--- src/hw/rtl/twcws_pkg.sv ---
`timescale 1ns / 1ps

package twcws_pkg;

    localparam int WORD_BITS = 16;
    localparam int CMD_BITS  = 16;
    localparam int HALF_BITS = 6;
    localparam int HOLD_BITS = 8;

    localparam logic [HALF_BITS-1:0] LAST_HALF = HALF_BITS'(2 * WORD_BITS - 1);

    localparam logic [HOLD_BITS-1:0] START_TICKS_RESET = 8'd20;
    localparam logic [HOLD_BITS-1:0] STOP_TICKS_RESET  = 8'd4;

    // register indexes on the configuration port
    localparam logic CFG_START_TICKS = 1'b0;
    localparam logic CFG_STOP_TICKS  = 1'b1;

    // operation codes
    localparam logic OP_TICK = 1'b0;
    localparam logic OP_SEND = 1'b1;

    typedef enum logic [4:0] {
        PH_IDLE     = 5'b00001,
        PH_LOADED   = 5'b00010,
        PH_LEAD     = 5'b00100,
        PH_CLOCKING = 5'b01000,
        PH_TAIL     = 5'b10000
    } phase_t;

    typedef struct packed {
        logic                operation;
        logic [CMD_BITS-1:0] command_word;
    } in_item_t;

    typedef struct packed {
        logic clock_line;
        logic data_line;
        logic busy_res;
        logic send_rejected;
    } out_item_t;

endpackage

--- src/hw/rtl/twcws_core.sv ---
`timescale 1ns / 1ps

module twcws_core import twcws_pkg::*; (
    input  logic                 aclk,
    input  logic                 aresetn,
    input  logic                 step,
    input  in_item_t             item,
    input  logic [HOLD_BITS-1:0] start_ticks,
    input  logic [HOLD_BITS-1:0] stop_ticks,
    output out_item_t            result
);

    phase_t                 phase_reg, phase_next;
    logic [WORD_BITS-1:0]   shift_reg, shift_next;
    logic [HOLD_BITS-1:0]   hold_reg, hold_next;
    logic [HALF_BITS-1:0]   half_reg, half_next;
    logic                   clk_reg, clk_next;
    logic                   data_reg, data_next;
    logic                   rejected;
    logic [HOLD_BITS-1:0]   hold_inc;
    logic [HALF_BITS-1:0]   half_inc;

    assign hold_inc = hold_reg + 1'b1;
    assign half_inc = half_reg + 1'b1;

    always_comb begin
        phase_next = phase_reg;
        shift_next = shift_reg;
        hold_next  = hold_reg;
        half_next  = half_reg;
        clk_next   = clk_reg;
        data_next  = data_reg;
        rejected   = 1'b0;

        if (item.operation == OP_SEND) begin
            if (phase_reg == PH_IDLE || phase_reg == PH_LOADED || phase_reg == PH_LEAD
                || phase_reg == PH_CLOCKING || phase_reg == PH_TAIL) begin
                if (phase_reg == PH_IDLE) begin
                    shift_next = WORD_BITS'(item.command_word);
                    phase_next = PH_LOADED;
                end else begin
                    rejected = 1'b1;
                end
            end else begin
                // stray phase code acts as idle
                shift_next = WORD_BITS'(item.command_word);
                phase_next = PH_LOADED;
            end
        end else begin
            case (phase_reg)
                PH_LOADED: begin
                    data_next  = shift_reg[WORD_BITS-1];
                    shift_next = shift_reg << 1;
                    clk_next   = 1'b0;
                    hold_next  = '0;
                    phase_next = PH_LEAD;
                end
                PH_LEAD: begin
                    hold_next = hold_inc;
                    if (hold_inc == start_ticks) begin
                        hold_next  = '0;
                        clk_next   = 1'b1;
                        half_next  = '0;
                        phase_next = PH_CLOCKING;
                    end
                end
                PH_CLOCKING: begin
                    half_next = half_inc;
                    if (half_inc < LAST_HALF) begin
                        if (half_inc[0]) begin
                            clk_next   = 1'b0;
                            data_next  = shift_reg[WORD_BITS-1];
                            shift_next = shift_reg << 1;
                        end else begin
                            clk_next = 1'b1;
                        end
                    end else begin
                        clk_next   = 1'b0;
                        half_next  = '0;
                        hold_next  = '0;
                        phase_next = PH_TAIL;
                    end
                end
                PH_TAIL: begin
                    hold_next = hold_inc;
                    if (hold_inc == stop_ticks) begin
                        hold_next  = '0;
                        half_next  = '0;
                        clk_next   = 1'b1;
                        phase_next = PH_IDLE;
                    end
                end
                PH_IDLE: begin
                end
                default: begin
                    phase_next = PH_IDLE;
                end
            endcase
        end
    end

    assign result.clock_line    = clk_next;
    assign result.data_line     = data_next;
    assign result.busy_res      = (phase_next != PH_IDLE);
    assign result.send_rejected = rejected;

    always_ff @(posedge aclk) begin
        if (!aresetn) begin
            phase_reg <= PH_IDLE;
            shift_reg <= '0;
            hold_reg  <= '0;
            half_reg  <= '0;
            clk_reg   <= 1'b1;
            data_reg  <= 1'b1;
        end else if (step) begin
            phase_reg <= phase_next;
            shift_reg <= shift_next;
            hold_reg  <= hold_next;
            half_reg  <= half_next;
            clk_reg   <= clk_next;
            data_reg  <= data_next;
        end
    end

endmodule

--- src/hw/rtl/two_wire_command_word_sender.sv ---
`timescale 1ns / 1ps

// Sends a 16-bit command word MSB first on a clock and data line, one step per
// input item: a tick item advances the line state by one half-period or one hold
// tick, a send item loads the word when idle and is flagged as rejected while a
// word is in flight. Each item gives exactly one result with the line levels
// after it. Every item goes through a single next-state stage into the result
// register, so an item is accepted every cycle while the result register is
// free or drained. start_ticks (index 0) and stop_ticks (index 1) set how long
// clock is held low before and after the data bits; a value of 0 means 256 ticks.
module two_wire_command_word_sender import twcws_pkg::*; (
    input  logic                 aclk,
    input  logic                 aresetn,
    input  logic                 s_valid,
    output logic                 s_ready,
    input  in_item_t             s_payload,
    output logic                 m_valid,
    input  logic                 m_ready,
    output out_item_t            m_payload,
    input  logic                 cfg_wr_en,
    input  logic                 cfg_index,
    input  logic [HOLD_BITS-1:0] cfg_data
);

    logic                 m_valid_reg;
    out_item_t            m_payload_reg;
    logic [HOLD_BITS-1:0] start_ticks_reg;
    logic [HOLD_BITS-1:0] stop_ticks_reg;
    logic                 step;
    out_item_t            result;

    assign s_ready   = !m_valid_reg || m_ready;
    assign step      = s_valid && s_ready;
    assign m_valid   = m_valid_reg;
    assign m_payload = m_payload_reg;

    twcws_core u_core (
        .aclk        (aclk),
        .aresetn     (aresetn),
        .step        (step),
        .item        (s_payload),
        .start_ticks (start_ticks_reg),
        .stop_ticks  (stop_ticks_reg),
        .result      (result)
    );

    always_ff @(posedge aclk) begin
        if (!aresetn) begin
            start_ticks_reg <= START_TICKS_RESET;
            stop_ticks_reg  <= STOP_TICKS_RESET;
        end else if (cfg_wr_en) begin
            case (cfg_index)
                CFG_START_TICKS: start_ticks_reg <= cfg_data;
                CFG_STOP_TICKS:  stop_ticks_reg  <= cfg_data;
                default: begin
                end
            endcase
        end
    end

    // result register, refilled in the same cycle it drains
    always_ff @(posedge aclk) begin
        if (!aresetn) begin
            m_valid_reg <= 1'b0;
        end else if (step) begin
            m_valid_reg <= 1'b1;
        end else if (m_ready) begin
            m_valid_reg <= 1'b0;
        end
    end

    always_ff @(posedge aclk) begin
        if (step) begin
            m_payload_reg <= result;
        end
    end

endmodule
--- config.mk ---
export PLATFORM = sky130hd
export DESIGN_NAME = two_wire_command_word_sender
export DESIGN_NICKNAME = d
export VERILOG_FILES = /design/src/hw/rtl/twcws_pkg.sv /design/src/hw/rtl/twcws_core.sv /design/src/hw/rtl/two_wire_command_word_sender.sv
export SDC_FILE = /design/constraint.sdc
export NUM_CORES = 1
export LEC_CHECK = 0
export ABC_AREA = 1
export BUFFER_PORTS_ARGS = -buffer_cell sky130_fd_sc_hd__buf_2
export CAP_MARGIN = 10
export CORE_UTILIZATION = 63
export DETAILED_ROUTE_END_ITERATION = 16
export GPL_ROUTABILITY_DRIVEN = 0
export PLACE_DENSITY = 0.88
export SETUP_SLACK_MARGIN = 0.1
export SYNTH_ARGS = -nofsm -noshare
export SYNTH_HDL_FRONTEND = slang
export SYNTH_SLANG_ARGS = --single-unit
--- constraint.sdc ---
create_clock -name aclk -period 5.8 [get_ports aclk]
set_clock_uncertainty 0.2 [all_clocks]
set_input_delay 0.87 -clock aclk [delete_from_list [all_inputs] [get_ports aclk]]
set_output_delay 0.87 -clock aclk [all_outputs]
set_load 0.01 [all_outputs]
* Word-level counts from Yosys, hierarchy flattened *
Cells that the tools add are included.

cells by class
  mux-type cells = 34
  multipliers = 0
  bitwise logic cells = 2
  reduce and logical (&&, ||, !) cells = 17
  magnitude comparators = 1
  shift operators = 0
  div/mod/pow operators = 0
  equality and inequality tests = 14
  add/sub/neg operators = 2

operators by type and width
  kind                                                                    count
  16-bit 2-to-1 mux                                                       5
  16-bit case mux with 2 select lines                                     1
  8-bit case mux with 4 select lines                                      1
  5-bit 2-to-1 mux                                                        6
  5-bit case mux with 5 select lines                                      1
  8-bit 2-to-1 mux                                                        3
  6-bit 2-to-1 mux                                                        3
  6-bit case mux with 3 select lines                                      1
  8-bit equality test                                                     2
  1-bit 2-to-1 mux                                                        11
  5-bit AND reduction                                                     2
  8-bit by 1-bit adder with 8-bit output (second input constant)          1
  6-bit by 1-bit adder with 6-bit output (second input constant)          1
  6-bit by 5-bit < comparator with 1-bit output (second input constant)   1
  2-bit != test (second input constant)                                   3
  3-bit != test (second input constant)                                   2
  2-bit AND reduction                                                     3
  3-bit nonzero test                                                      2
  5-bit by 1-bit equality test with 1-bit output (second input constant)  1
  5-bit by 2-bit equality test with 1-bit output (second input constant)  1
  5-bit by 3-bit equality test with 1-bit output (second input constant)  1
  5-bit by 4-bit equality test with 1-bit output (second input constant)  1
  5-bit equality test (second input constant)                             1
  1-bit logical OR                                                        5
  other kinds (10)                                                        11

word-level totals
  output and inout port bits = 6
  memories kept = 0
  bits in latches = 0
  input port bits = 31
  RAM bits = 0
  memory bits (read-only) = 0
  register bits after elaboration = 58
  word-level logic and storage cells = 83

* Longest topological paths before layout *
  depth in word-level cells = 8
  mapped depth = 16

* By module *
Synthesis repeated with hierarchy kept, for this count alone.

second synthesis, totals
  cell total of the unflattened synthesis = 524
  area, all modules = 3378.2 µm²

modules (own cells, without submodules)
  module                        instances  area each (µm²)  sequential area each (µm²)  cells each
  twcws_core                    1          2601.2           740.7                       430
  two_wire_command_word_sender  1          777.0            460.4                       94

* Least setup slack after synthesis *
No wires, ideal clock.

  path kind = input to register
  start point = in s_payload[16] (netlist name)
  end point = reg u_core.shift_reg[10]
  library setup time = 113 ps
  slack = 3464 ps
  cell stages on the path = 9
  data arrival time = 2023 ps
  path buffers = 2
  cell sequence = clkbuf_1 > clkinv_1 > nor2_2 > nor2_2 > o21ai_2 > buf_2 > nand2_1 > nand2_1 > nor2_1

on the way
  word-level cells in the longest chain between the ends = 2
  elaborated cells between the ends (all ways) = 6
  those cells by class = eq/ne (3); mux (1); reduce/logical (2)

ends and longest elaborated chain
  item                                                   line                                RTL
  start, declared                                        two_wire_command_word_sender.sv:16  input in_item_t s_payload,
  3-bit != test (no line), or another cell as far along  n/a
  5-bit AND reduction (no line)                          n/a
  end signal, assigned                                   twcws_core.sv:117                   shift_reg <= shift_next;
  end, declared                                          twcws_core.sv:14                    logic [WORD_BITS-1:0] shift_reg, shift_next;

Parallel ways exist; a longest one is shown, timed or not.
A chain may end at the register's enable or synchronous reset.

* Final worst setup path *
  start point = reg u_core.half_reg[0]
  end point = reg u_core.shift_reg[11]

on the way
  word-level cells in the longest chain between the ends = 4
  elaborated cells between the ends (all ways) = 5
  those cells by class = add/sub (1); order compare (1); eq/ne (2); reduce/logical (1)

ends and longest elaborated chain
  item                                           line               RTL
  start, declared                                twcws_core.sv:16   logic [HALF_BITS-1:0] half_reg, half_next;
  start signal, assigned                         twcws_core.sv:119  half_reg <= half_next;
  6-bit by 1-bit adder with 6-bit output (*)     twcws_core.sv:24   assign half_inc = half_reg + 1'b1;
  6-bit by 5-bit < comparator with 1-bit output  twcws_core.sv:69   if (half_inc < LAST_HALF) begin
  3-bit != test (no line)                        n/a
  5-bit AND reduction (no line) (*)              n/a

Every way passes the cells marked *; elsewhere a longest branch is shown, timed or not.

==> flow_summary.json <==
{
  "outcome": "finished, final reports clean",
  "min_path_type": "reg -> reg",
  "synth_ff_type": "dfxtp_1",
  "grt_max_degree": 38,
  "dr_total_vias": 3127,
  "setup_viol": 0,
  "vdd_drop_max_mv": 0.222,
  "final_util": 0.756,
  "fp.dieArea_mm2": 0.00539,
  "final_area_mm2": 0.00364,
  "grt_pass1_wl_um": 11800,
  "n_antenna_cell": 0,
  "slew-limit-headroom": 0.280,
  "synth_nets": 533,
  "power_per_cell_area_mw_per_mm2": 275,
  "clk_path_buf_depth": 2,
  "cts_sinks": 58,
  "start_util": 0.667,
  "largest_reg_flops": 16,
  "final_layout_size_suffix_gt1_frac": 0.136,
  "tightest_slew_ns": 1.08,
  "fp.dieH_um": 73.4,
  "yosysUniqueCellTypes": 33,
  "antenna_found_initial": 0,
  "final_nets": 566,
  "synth_top_cell_by_area": "dfxtp_1",
  "htreeDepth": 3,
  "cts_tree": "done",
  "arrival_ns": 2.76,
  "end_kind": "register",
  "viasPerCell": 5.18,
  "ctsHoldBuffers": 0,
  "area_growth_pct": 13.4,
  "row_count": 25,
  "synth_edf_count": 4,
  "syn_avg_cell_area_um2": 6.44,
  "wire_per_inst_um": 11.3,
  "fin_crit_ns": 2.73,
  "ioPinCount": 37,
  "syn_inst": 499,
  "max_freq_mhz": 366,
  "hold_violations": 0,
  "root_buffer": "clkbuf_8",
  "drtPass1Iterations": 5,
  "fin_cells": 604,
  "ys.warnings.count": 0,
  "fin_hold_ws_ns": 0.266,
  "placed_area_mm2": 0.00340,
  "post_cts_buffers": 0,
  "clock_latency_ns": 0.34,
  "fp.dieW_um": 73.4,
  "synth_area_leaders": "dfxtp_1, nand2_1, nor2_1",
  "tns_ns": 0,
  "cp_max_fo": 31,
  "grt_util_all_layers": 0.283,
  "start_kind": "register",
  "synthArstFlopShare": 0,
  "placedCellCount": 588,
  "path_clk_slew_ns": 0.07,
  "synth_top_area_frac": 0.337,
  "synth_seq_cells": 58,
  "p_leak_nw": 1.83,
  "io_buffers": 36,
  "period_share": 0.471,
  "rsz0062_at_grt": "no",
  "drt_iter0_markers": 190,
  "dp_hpwl_um": 4780,
  "required_ns": 5.83,
  "grt_overflow": 0,
  "critical_path_class": "reg -> reg",
  "cts_resized": 0,
  "drc": 0,
  "wirelength_um": 6840,
  "ant_nets": 0,
  "synth_area_mm2": 0.00321,
  "maxSlewViolCount": 0,
  "grt_pass1_vias": 2773,
  "cts_inserted_buffers": 9,
  "core_mm2": 0.00482,
  "max_cap_violations": 0,
  "yosysSeqAreaShare": 0.374
}
## where the power goes
part	switching [W]	internal (W)
clock	0.000160	0.000294
combinational	0.0000711	0.0000397
sequential	0.0000115	0.000427
## kinds of logic after synthesis
logic type / count (synthesis) / synth area share
XOR/XNOR: 8 / 0.0218
adder cells (fa/ha/maj): 3 / 0.0117
AO/OA/AOI/OAI: 61 / 0.0993
buffers and inverters: 80 / 0.100
AND/OR/NAND/NOR: 289 / 0.393
flip-flops: 58 / 0.374
## final cells by class
| class | instances | area (um2) |
|---|---|---|
| Clock buffer | 10 | 138 |
| Clock inverter | 6 | 104 |
| Fill cell | 385 | 1170 |
| Inverter | 66 | 248 |
| Multi-Input combinational cell | 361 | 1690 |
| Sequential cell | 58 | 1200 |
| Tap cell | 67 | 83.8 |
| Timing Repair Buffer | 36 | 180 |
## cell usage after synthesis (all sizes together), types with 2 or more instances
cell	instances
nand2	158
nor2	83
inv	64
dfxtp	54
nand3	38
o21ai	35
a21oi	22
buf	7
clkbuf	7
xor2	6
nand4	5
edfxtp	4
ha	3
nand3b	3
o211ai	3
clkinv	2
xnor2	2
## cell usage in the layout (no fill, tap or decap), types with 3 or more instances in the layout
cell type | Yosys | routed
o211ai_1 | 3 | 3
clkinv_1 | 2 | 3
clkbuf_8 | 0 | 10
ha_1 | 3 | 3
nand4_1 | 5 | 5
bufinv_16 | 0 | 3
inv_1 | 63 | 63
xor2_1 | 6 | 6
o21ai_0 | 31 | 31
nand2_2 | 7 | 7
a21oi_1 | 22 | 22
nand3_1 | 35 | 35
o21ai_1 | 3 | 3
nand3b_1 | 3 | 3
edfxtp_1 | 4 | 4
dfxtp_1 | 54 | 54
nor2_1 | 75 | 75
nand2_1 | 150 | 150
nor2_2 | 5 | 5
buf_2 | 2 | 36
## routing by layer
| metal | GRT usage | part of all wire | wire [um] | vias up |
|---|---|---|---|---|
| met5 | 0 | 0 | 0 | - |
| met4 | 0.143 | 0.022 | 148 | 0 |
| met3 | 0.0521 | 0.053 | 362 | 15 |
| met2 | 0.480 | 0.48 | 3310 | 96 |
| met1 | 0.343 | 0.44 | 3020 | 1392 |
| li1 | - | - | - | 1624 |
## stage by stage
step | worst slack (ns) | power (W)
after global placement | 2.91 | 0.000551
after global routing | 2.81 | 0.00104
after floorplan | 3.46 | 0.000528
after detailed placement | 2.80 | 0.000556
final | 3.07 | 0.00100
after CTS | 3.06 | 0.00100
## worst max-delay path, stage by stage, from the launching register on
cell	delay (ns)
dfxtp_1	0.40
ha_1	0.22
xor2_1	0.21
nand4_1	0.17
nand4_1	0.11
nand2_1	0.12
o21ai_2	0.85
nand2_1	0.17
nand2_1	0.12
nor2_1	0.04
## worst paths after layout
check | startpoint | endpoint | slack (ns) | cells after the start
worst max-delay path | u_core.half_reg[0] | u_core.shift_reg[11] | 3.07 | 9
worst min-delay path | u_core.shift_reg[0] | u_core.shift_reg[0] | 0.27 | 2
worst max register to register | u_core.half_reg[0] | u_core.shift_reg[11] | 3.07 | 9
worst min register to register | u_core.shift_reg[0] | u_core.shift_reg[0] | 0.27 | 2
Power figures use the tool's default switching activity.
